**config.mk**
```make
export PLATFORM = sky130hd
export DESIGN_NAME = cbd_decode
export DESIGN_NICKNAME = d
export VERILOG_FILES = /design/src/cbd_pkg.sv /design/src/cbd_decode.sv
export SDC_FILE = /design/constraint.sdc
export NUM_CORES = 1
export LEC_CHECK = 0
export ABC_AREA = 1
export BUFFER_PORTS_ARGS = -buffer_cell sky130_fd_sc_hd__buf_2
export CORE_MARGIN = 2
export CORE_UTILIZATION = 51
export CTS_CLUSTER_DIAMETER = 150
export CTS_CLUSTER_SIZE = 40
export DETAILED_ROUTE_END_ITERATION = 8
export GPL_TIMING_DRIVEN = 1
export PLACE_DENSITY = 0.79
export SKIP_CTS_REPAIR_TIMING = 1
export SLEW_MARGIN = 30
export SYNTH_ARGS = -nofsm -noshare
export SYNTH_HDL_FRONTEND = slang
export SYNTH_SLANG_ARGS = --single-unit
```
**constraint.sdc**
```tcl
create_clock -name clk -period 4.94 [get_ports clk]
set_input_delay 0 -clock clk [delete_from_list [all_inputs] [get_ports clk]]
set_output_delay 0 -clock clk [all_outputs]
set_load 0.02 [all_outputs]
```
**src/cbd_pkg.sv**
```systemverilog
// ----------------------------------------------------------------------------
// cbd_pkg
// Shared types and constants of the console bus decoder with sprite DMA.
// ----------------------------------------------------------------------------
package cbd_pkg;

  localparam int RAM_DEPTH_DEF  = 2048;
  localparam int CPU_DIVIDE_DEF = 3;

  typedef enum logic [1:0] {
    CMD_READ  = 2'd0,
    CMD_WRITE = 2'd1,
    CMD_TICK  = 2'd2,
    CMD_NONE  = 2'd3
  } cmd_t;

  typedef enum logic [2:0] {
    TGT_NONE = 3'd0,
    TGT_PPU  = 3'd1,
    TGT_APU  = 3'd2,
    TGT_CART = 3'd3,
    TGT_OAM  = 3'd4
  } target_t;

  localparam logic [15:0] RAM_LAST  = 16'h1FFF;
  localparam logic [15:0] PPU_LAST  = 16'h3FFF;
  localparam logic [15:0] DMA_REG   = 16'h4014;
  localparam logic [15:0] PAD0_REG  = 16'h4016;
  localparam logic [15:0] PAD1_REG  = 16'h4017;
  localparam logic [15:0] APU_LAST  = 16'h401F;
  localparam logic [15:0] CART_BASE = 16'h4020;
  localparam logic [15:0] COUNT_MAX = 16'hFFFF;

  typedef struct packed {
    logic [1:0]  cmd;
    logic [15:0] addr;
    logic [7:0]  wdata;
    logic        peek_only;
    logic [7:0]  pad0_buttons;
    logic [7:0]  pad1_buttons;
    logic [7:0]  ext_rdata;
    logic        ppu_nmi;
    logic        ppu_frame_done;
  } in_item_t;

  typedef struct packed {
    logic [7:0]  rdata;
    logic        ok;
    logic [2:0]  target;
    logic [15:0] fwd_addr;
    logic [7:0]  fwd_wdata;
    logic        fwd_write;
    logic        fwd_peek;
    logic        cpu_enable;
    logic [15:0] frame_cycles;
    logic        cpu_nmi;
    logic        frame_done;
  } out_item_t;

  // decoded item on its way to the output register
  typedef struct packed {
    out_item_t res;
    logic      ram_rd;   // rdata comes from the work RAM read port
    logic      dma_rd;   // byte read is captured as the DMA latch
    logic      dma_wr;   // fwd_wdata comes from the DMA latch
  } dec_t;

endpackage

```
**src/cbd_decode.sv**
```systemverilog
// ----------------------------------------------------------------------------
// cbd_decode
// Address decode, controller shifters, DMA sequencer, tick divider and
// frame counter. Issues the work RAM reads and writes of the items that address it.
// ----------------------------------------------------------------------------
module cbd_decode
  import cbd_pkg::*;
#(
  parameter int RAM_DEPTH  = RAM_DEPTH_DEF,
  parameter int CPU_DIVIDE = CPU_DIVIDE_DEF
) (
  input  logic                         clk,
  input  logic                         rst,
  input  logic                         accept,
  input  in_item_t                     item,
  output dec_t                         dec,
  output logic                         ram_re,
  output logic [$clog2(RAM_DEPTH)-1:0] ram_raddr,
  output logic                         ram_we,
  output logic [$clog2(RAM_DEPTH)-1:0] ram_waddr,
  output logic [7:0]                   ram_wdata
);

  localparam int RAM_AW = $clog2(RAM_DEPTH);
  localparam int PH_W   = (CPU_DIVIDE > 1) ? $clog2(CPU_DIVIDE) : 1;
  localparam logic [PH_W-1:0] PH_LAST = PH_W'(CPU_DIVIDE - 1);

  logic [7:0]      pad_shift [2];
  logic [7:0]      pad_shift_next [2];
  logic [PH_W-1:0] tick_phase, tick_phase_next;
  logic            dma_active, dma_active_next;
  logic [7:0]      dma_page, dma_page_next;
  logic [7:0]      dma_index, dma_index_next;
  logic            dma_odd, dma_odd_next;
  logic [15:0]     frame_count, frame_count_next;

  logic [15:0] rd_addr;
  logic        rd_peek;
  logic        do_read;
  logic        dma_step;
  logic [15:0] fc_inc;

  always_comb begin
    dec              = '0;
    pad_shift_next   = pad_shift;
    tick_phase_next  = tick_phase;
    dma_active_next  = dma_active;
    dma_page_next    = dma_page;
    dma_index_next   = dma_index;
    dma_odd_next     = dma_odd;
    frame_count_next = frame_count;
    ram_we           = 1'b0;
    ram_waddr        = item.addr[RAM_AW-1:0];
    ram_wdata        = item.wdata;

    dma_step = (item.cmd == CMD_TICK) && (tick_phase == '0) && dma_active;
    do_read  = (item.cmd == CMD_READ) || (dma_step && !dma_odd);
    rd_addr  = (item.cmd == CMD_TICK) ? {dma_page, dma_index} : item.addr;
    rd_peek  = (item.cmd == CMD_READ) && item.peek_only;
    fc_inc   = (frame_count == COUNT_MAX) ? frame_count : frame_count + 16'd1;

    dec.res.frame_cycles = frame_count;

    if (do_read) begin
      dec.res.ok = 1'b1;
      dec.dma_rd = (item.cmd == CMD_TICK);
      if (rd_addr <= RAM_LAST) begin
        dec.ram_rd = 1'b1;
      end else if (rd_addr <= PPU_LAST) begin
        dec.res.rdata  = item.ext_rdata;
        dec.res.target = TGT_PPU;
      end else if (rd_addr == PAD0_REG || rd_addr == PAD1_REG) begin
        dec.res.rdata = {7'd0, pad_shift[rd_addr[0]][7]};
        pad_shift_next[rd_addr[0]] = {pad_shift[rd_addr[0]][6:0], 1'b0};
      end else if (rd_addr >= CART_BASE) begin
        dec.res.rdata  = item.ext_rdata;
        dec.res.target = TGT_CART;
      end else begin
        dec.res.rdata  = item.ext_rdata;
        dec.res.target = TGT_APU;
      end
      if (dec.res.target != TGT_NONE) begin
        dec.res.fwd_addr = rd_addr;
        dec.res.fwd_peek = rd_peek;
      end
    end

    case (item.cmd)
      CMD_WRITE: begin
        dec.res.ok = 1'b1;
        if (item.addr <= RAM_LAST) begin
          ram_we = accept;
        end else if (item.addr == PAD0_REG || item.addr == PAD1_REG) begin
          pad_shift_next[item.addr[0]] =
            item.addr[0] ? item.pad1_buttons : item.pad0_buttons;
        end else if (item.addr == DMA_REG) begin
          dma_page_next   = item.wdata;
          dma_index_next  = 8'd0;
          dma_active_next = 1'b1;
          dma_odd_next    = 1'b0;
        end else begin
          if (item.addr <= PPU_LAST) begin
            dec.res.target = TGT_PPU;
          end else if (item.addr <= APU_LAST) begin
            dec.res.target = TGT_APU;
          end else begin
            dec.res.target = TGT_CART;
          end
          dec.res.fwd_addr  = item.addr;
          dec.res.fwd_wdata = item.wdata;
          dec.res.fwd_write = 1'b1;
        end
      end
      CMD_TICK: begin
        if (tick_phase == '0) begin
          if (dma_active) begin
            if (dma_odd) begin
              dec.res.target   = TGT_OAM;
              dec.res.fwd_addr = {8'd0, dma_index};
              dec.res.fwd_write = 1'b1;
              dec.res.ok       = 1'b1;
              dec.dma_wr       = 1'b1;
              dma_index_next   = dma_index + 8'd1;
              if (dma_index == 8'hFF) begin
                dma_active_next = 1'b0;
              end
            end
            dma_odd_next = !dma_odd;
          end else begin
            dec.res.cpu_enable = 1'b1;
          end
          frame_count_next     = fc_inc;
          dec.res.frame_cycles = fc_inc;
        end
        dec.res.cpu_nmi = item.ppu_nmi;
        tick_phase_next = (tick_phase == PH_LAST) ? '0 : tick_phase + PH_W'(1);
        if (item.ppu_frame_done) begin
          dec.res.frame_done = 1'b1;
          frame_count_next   = 16'd0;
        end
      end
      default: begin
      end
    endcase

    ram_re    = accept && do_read && (rd_addr <= RAM_LAST);
    ram_raddr = rd_addr[RAM_AW-1:0];
  end

  always_ff @(posedge clk) begin
    if (rst) begin
      pad_shift[0] <= 8'd0;
      pad_shift[1] <= 8'd0;
      tick_phase   <= '0;
      dma_active   <= 1'b0;
      dma_page     <= 8'd0;
      dma_index    <= 8'd0;
      dma_odd      <= 1'b0;
      frame_count  <= 16'd0;
    end else if (accept) begin
      pad_shift[0] <= pad_shift_next[0];
      pad_shift[1] <= pad_shift_next[1];
      tick_phase   <= tick_phase_next;
      dma_active   <= dma_active_next;
      dma_page     <= dma_page_next;
      dma_index    <= dma_index_next;
      dma_odd      <= dma_odd_next;
      frame_count  <= frame_count_next;
    end
  end

endmodule

```
==> impl_results.md, run 1 <==
* Filler instances at 1022
* Area leader, netlist: nand2_1
* Critical path startpoint category: input port
* Yosys reg bits at 52
* Worst VDD drop at 0.106 mV
* Number of flops mapped to enable cells by yosys at 0
* Arrival time worst endpoint at 2890 ps
* Max layer used: met4
* Fin area at 5640 um^2
* H-tree depth at 2
* Initial antenna violation count at 0
* Mapped Cells at 871
* Nets at 1046
* Final Skew at 8.06 ps
* Share of Yosys cell area claimed by the top area cell type at 21.8%
* Fmax achieved at 346 MHz
* Ports at 148
* Max-cap violations at 0
* RSZ-0062 raised after global routing: false
* Clock buffer count from CTS at 5
* Top_reg_cell synth: dfxtp_1
* CP max FO at 25
* Layout cells sized above 1 at 19.6%
* DRT iter0 DRCs at 359
* Max clock buf depth at 2
* WL met1 at 6540 um
* Die extent in x at 102 um
* Clk Tree Root Cell: clkbuf_8
* DRC errors left at 0
* Die ar. at 10400 um^2
* Power per Cell Area at 177 nW/um^2
* CP Class: in -> out
* Remaining Overflow, GRT at 0
* Vias in the first global route at 4813
* Met3 Routed Length at 943 um
* Yosys warning total at 0
* Critical path endpoint category: output pin
* Port Buf Inserts at 147
* WL met2 at 6520 um
* Layout area overhead at 15.3%
* Routed Antenna Nets at 0
* Total power at 0.000996 W
* TritonCTS clock tree: done
* Distinct cells, synth at 39
* Cell leakage power at 3.00 nW
* Synthesized area at 4890 um^2
* Pin count of the biggest net entering global routing at 39
* Hold Vio Cnt, Final at 0
* Largest cells by area after synthesis: nand2_1 (22%), dfxtp_1 (21%), inv_1 (11%)
* Clk sinks at 52
* Highest-count cells in the layout ignoring fill and taps: nand2_1 (284), buf_2 (147), inv_1 (137), nor2_1 (71)
* Worst-margin pin slew at 974 ps
* Dpl hpwl at 10500 um
* DR WL/cell at 12.8 um
* Post-Route WL at 14300 um
* Worst Hold Class: in -> reg
* CP required at 4940 ps
* Status: completed
* Final setup vio count at 0
* Rows at 35
* Mean Syn Cell Area at 5.61 um^2
* Share of the yosys chip area belonging to registers at 21.3%
* Most common cell after layout, fill and taps aside: nand2_1
* Final Core Density at 60.7%
* Vias per Instance at 5.13
* Gpl congestion at 0.942
* Placed cell areas at 5460 um^2
* # diodes at 0
* First-pass GRT wire length at 22500 um
* DR pass1 iterations at 5
* FFs w/ async S/R, synth at 0%
* Core area at 9280 um^2
* Clk_lat worst skew at 320 ps
* Height of the die at 102 um
* Rel. slew slack at 34.8%
* DR vias at 5722
* GR Util All Layers at 26.5%
* Period Utilization, post-route at 58.5%
* Syn Nets at 932
* Initial Util at 52.7%
* Sum of negative setup slack at 0 ps
* Min Tclk post-route at 2890 ps
* Slew Viols, Final at 0
* Reg clk slew, reported paths at 110 ps
-- worst paths after layout --
check             slack [ps]  depth (start not counted)         endpoint     startpoint
hold / removal            20                          5    pad_shift[14]       item[24]
setup reg to reg        2520                          7  frame_count[14]  tick_phase[0]
setup / recovery        2050                          9          dec[11]       item[51]
hold reg to reg          470                          2     pad_shift[3]   pad_shift[3]
-- layer usage --
metal,vias up,track usage [%]
met2,207,43.3
li1,2951,-
met4,0,7.49
met1,2541,36.8
met3,23,3.49
met5,-,0
-- report_power, final --
group	internal, W	leakage (nW)	switching, W
clock	0.000101	0.0414	0.000160
combinational	0.0000924	2.54	0.000216
sequential	0.000422	0.419	0.00000312
-- synthesized netlist by cell type (2+ instances only) --
master    count
buf_6         6
nor3_1       14
dfxtp_1      52
nor2_1       71
nor3_2        3
ha_1          5
a22oi_1       4
nor2_2        8
o21ai_2       2
a31oi_1       2
nand3b_1      8
buf_4        21
nand2_1     284
inv_2         2
o21ai_0      59
a21oi_1      59
buf_2         4
nor2_4        3
buf_8         2
clkbuf_1     17
inv_1       137
nand3_1      36
clkinv_1      3
nand3_2       2
o21ai_1       5
nand2_2       9
xor2_1       12
a211oi_1      2
nand4_1      27
a21oi_2       3
-- layout make-up --
type / count / area, um^2 / area share (%)
clock buffers: 6 / 72.6 / 1.29
clock inverters: 2 / 16.3 / 0.289
inverters: 143 / 542 / 9.61
multi-input cells: 626 / 2970 / 52.7
flip-flops and latches: 52 / 1040 / 18.5
well taps: 129 / 161 / 2.86
repair buffers: 157 / 831 / 14.7
-- flip-flops by register name, summed over array words and instances, names as in the netlist --
name and count:
frame_count 16, tick_phase 2, pad_shift 16, dma_active 1, dma_odd 1, dma_page 8, dma_index 8
-- critical path: stages --
cell      delay, ps
buf_2           110
inv_1            70
ha_1            740
inv_6           200
nor2_2          720
clkinv_1        530
o21ai_0         300
inv_1            60
buf_2           150
-- stage by stage --
stage / hold WS [ps] / worst slack [ps] / instances
final: 20.5 / 2050 / 1115
after CTS: -62.6 / 2100 / 1107
after floorplan: 113 / 3170 / 871
after global placement: 231 / 2050 / 1099
after detailed placement: 231 / 1960 / 1099
after global routing: 29.4 / 1780 / 1115
-- cells by family (layout without fill, tap and decap cells) --
logic type               count (synthesis)  in the layout  synth area share, %
buffers and inverters                  193            308                 18.0
adder cells (fa/ha/maj)                  5              5                 1.28
AO/OA/AOI/OAI                          140            140                 15.4
XOR/XNOR                                12             12                 2.15
AND/OR/NAND/NOR                        469            469                 41.8
flip-flops                              52             52                 21.3
No activity file was read; power rests on OpenSTA's default activity.
==> run 2, diff against run 1 <==
--- a/config.mk
+++ b/config.mk
@@ -5,15 +5,15 @@
 export SDC_FILE = /design/constraint.sdc
 export NUM_CORES = 1
 export LEC_CHECK = 0
-export ABC_AREA = 1
+export ABC_AREA = 0
 export BUFFER_PORTS_ARGS = -buffer_cell sky130_fd_sc_hd__buf_2
 export CORE_MARGIN = 2
-export CORE_UTILIZATION = 51
+export CORE_UTILIZATION = 46
 export CTS_CLUSTER_DIAMETER = 150
 export CTS_CLUSTER_SIZE = 40
 export DETAILED_ROUTE_END_ITERATION = 8
 export GPL_TIMING_DRIVEN = 1
-export PLACE_DENSITY = 0.79
+export PLACE_DENSITY = 0.78
 export SKIP_CTS_REPAIR_TIMING = 1
 export SLEW_MARGIN = 30
 export SYNTH_ARGS = -nofsm -noshare
==> constraint.sdc (replaced) <==
create_clock -name clk -period 2.58 [get_ports clk]
set_input_delay 0 -clock clk [delete_from_list [all_inputs] [get_ports clk]]
set_output_delay 0 -clock clk [all_outputs]
set_load 0.02 [all_outputs]
==> run 2 against run 1 <==
Via count is 14% lower. Critical path depth fell by 2. Power up 83%. Combinational power is 66% higher. Design area fell by 5.5%. Routed wire length decreased by 1.0%. Clock-buffer cell count fell by 1. Sequential cell count unchanged. Sequential power grew 91%. Sequential share of layout area grew 1.1 points. Synthesized cell count down 38%. Clock skew grew 5.3 ps. Largest cell class unchanged.
==> impl_results.md, run 2 <==
* Clk_lat worst skew at 320 ps
* R2R Setup Slk at 180 ps
* Port Buf Inserts at 147
* Logic pwr share at 28.2%
* Die extent in x at 99.4 um
* Net Sw Power at 0.000628 W
* DR vias at 4916
* Reg2Reg Depth at 6
* Initial Util at 47.8%
* Area of the multi-input gates at 2850 um^2
* FFs w/ async S/R, synth at 0%
* Stages on the worst setup path at 7
* Critical path startpoint category: flip-flop
* Top_reg_cell synth: dfxtp_1
* Hold Vio Cnt, Final at 0
* CP max FO at 6
* Min Tclk post-route at 2470 ps
* Crit-path slowest cell: or3b_2
* Hold depth at 3
* Crit path buf inv count at 2
* DR pass1 iterations at 5
* Fmax achieved at 404 MHz
* Critical path endpoint category: output pin
* # diodes at 0
* Vias per Instance at 6.15
* CP cell instances: or3b_2, o21bai_2, nand2_2, o41ai_2, buf_4, a22o_1, buf_2
* Worst-margin pin slew at 841 ps
* Mapped Cells at 541
* Largest cells by area after synthesis: dfxtp_1 (25%), a21oi_1 (4.4%), o21ai_0 (3.8%)
* Layout area overhead at 27.3%
* Rows at 34
* Gpl congestion at 1.04
* CP Class: reg -> out
* Pin count of the biggest net entering global routing at 28
* Highest-count cells in the layout ignoring fill and taps: buf_2 (147), dfxtp_1 (51), nor2_1 (37), buf_4 (37), a21oi_1 (36)
* Max clock buf depth at 2
* Placed cell areas at 5030 um^2
* Post-Place Cells at 777
* Register area at 1040 um^2
* TritonCTS clock tree: done
* Layout cells sized above 1 at 32.7%
* DRT iter0 DRCs at 302
* Total power at 0.00182 W
* Die ar. at 9880 um^2
* Mean Syn Cell Area at 7.74 um^2
* Share of the yosys chip area belonging to registers at 24.9%
* Post-Route WL at 14100 um
* Height of the die at 99.4 um
* CP required at 2580 ps
* DR WL/cell at 17.6 um
* RSZ-0062 raised after global routing: false
* Initial antenna violation count at 0
* Clk Tree Root Cell: clkbuf_8
* Most common cell after layout, fill and taps aside: buf_2
* Vias in the first global route at 4568
* Crit path max-delay family: compound AO/OA/AOI/OAI gates
* Sequential power share at 44.7%
* First-pass GRT wire length at 22100 um
* Nets at 752
* Pint at 0.00119 W
* Remaining Overflow, GRT at 0
* Period Utilization, post-route at 95.8%
* Most numerous cell in the Yosys netlist: dfxtp_1
* Clk sinks at 52
* Max-cap violations at 0
* Final setup vio count at 0
* Status: completed
* Core area at 8760 um^2
* WHS at 2.77 ps
* Number of flops mapped to enable cells by yosys at 0
* Switching part of the total at 34.6%
* Fin area at 5330 um^2
* DRC errors left at 0
* Synth top cells by count: dfxtp_1 (52), nor2_1 (38), a21oi_1 (37), nand2_1 (35), o21ai_0 (32)
* Syn Nets at 602
* Clock buffer count from CTS at 5
* Biggest regs: frame_count (16), pad_shift (16)
* Clock Power Share at 27.1%
* Worst Hold Class: in -> reg
* Yosys reg bits at 52
* Slew Viols, Final at 0
* Final Skew at 13.3 ps
* Rel. slew slack at 44.0%
* Synthesized area at 4190 um^2
* Share of Yosys cell area claimed by the top area cell type at 24.9%
* Reg clk slew, reported paths at 110 ps
* Yosys warning total at 0
* Ports at 148
* Cell leakage power at 2.24 nW
* Fin cells at 800
* Arrival time worst endpoint at 2470 ps
* Filler instances at 832
* Max stage delay on crit path at 540 ps
* H-tree depth at 2
* Distinct cells, synth at 77
* Worst VDD drop at 0.199 mV
* Dpl hpwl at 10700 um
* Area leader, netlist: dfxtp_1
* Power per Cell Area at 341 nW/um^2
* GR Util All Layers at 27.4%
* Routed Antenna Nets at 0
run 2: changes by cell type in the layout (fill, tap and decap cells not counted), sizes merged, moves of 16 or more:
| cell | change |
|---|---|
| nor2 | -44 |
| o21ai | -34 |
| inv | -125 |
| nand4 | -16 |
| and3 | +19 |
| nand3 | -16 |
| nand2 | -258 |
| a21oi | -25 |
| buf | +35 |
run 2: per-layer routing:
metal	vias to the layer above	GRT usage [%]	wire, um	share of wire, %
li1	2348	-	-	-
met1	2273	33.6	5760	41
met4	0	10.4	321	2.3
met5	-	0	0	0
met2	262	47.8	6800	48
met3	33	4.71	1230	8.7
run 2: path summary, 6_finish.rpt:
check | from | endpoint
hold reg to reg | pad_shift[8] | pad_shift[8]
setup / recovery | tick_phase[1] | dec[35]
setup reg to reg | tick_phase[1] | pad_shift[5]
hold / removal | item[23] | pad_shift[13]
run 2: cells by family (layout without fill, tap and decap cells):
logic type / after synthesis / in the layout / synth area share (%)
xor gates and xnor gates: 10 / 10 / 2.09
adders and majority gates: 5 / 5 / 1.49
and+or+nand+nor: 213 / 213 / 28.5
DFF: 52 / 52 / 24.9
muxes: 23 / 23 / 5.83
buffers and inverters: 70 / 221 / 8.46
AOI/OAI and AO/OA: 168 / 168 / 28.7
run 2: final cells by class:
cell class | count | area share, %
Clock buffer | 5 | 1.29
Clock inverter | 3 | 0.352
Inverter | 15 | 1.06
Multi-Input combinational cell | 419 | 53.5
Sequential cell | 52 | 19.6
Tap cell | 108 | 2.54
Timing Repair Buffer | 198 | 21.7
run 2: worst min-delay path: stages:
cell,delay [ps]
buf_2,80
and3_1,120
or3_1,90
run 2: metrics by stage:
stage	setup TNS, ps	util [%]	setup slack [ps]
global placement	0	57.4	157
finish	0	60.8	107
floorplan	0	-	377
global route	0	60.8	5.70
detailed placement	0	57.4	85.3
CTS	-2300	58.4	-229
run 2: power by group through the flow:
stage | sequential [W] | combinational, W | clock, W
after detailed placement | 0.000830 | 0.000473 | 0
after global routing | 0.000813 | 0.000545 | 0.000525
after floorplan | 0.000828 | 0.000291 | 0
final | 0.000812 | 0.000513 | 0.000493
after global placement | 0.000829 | 0.000470 | 0
after CTS | 0.000811 | 0.000475 | 0.000502
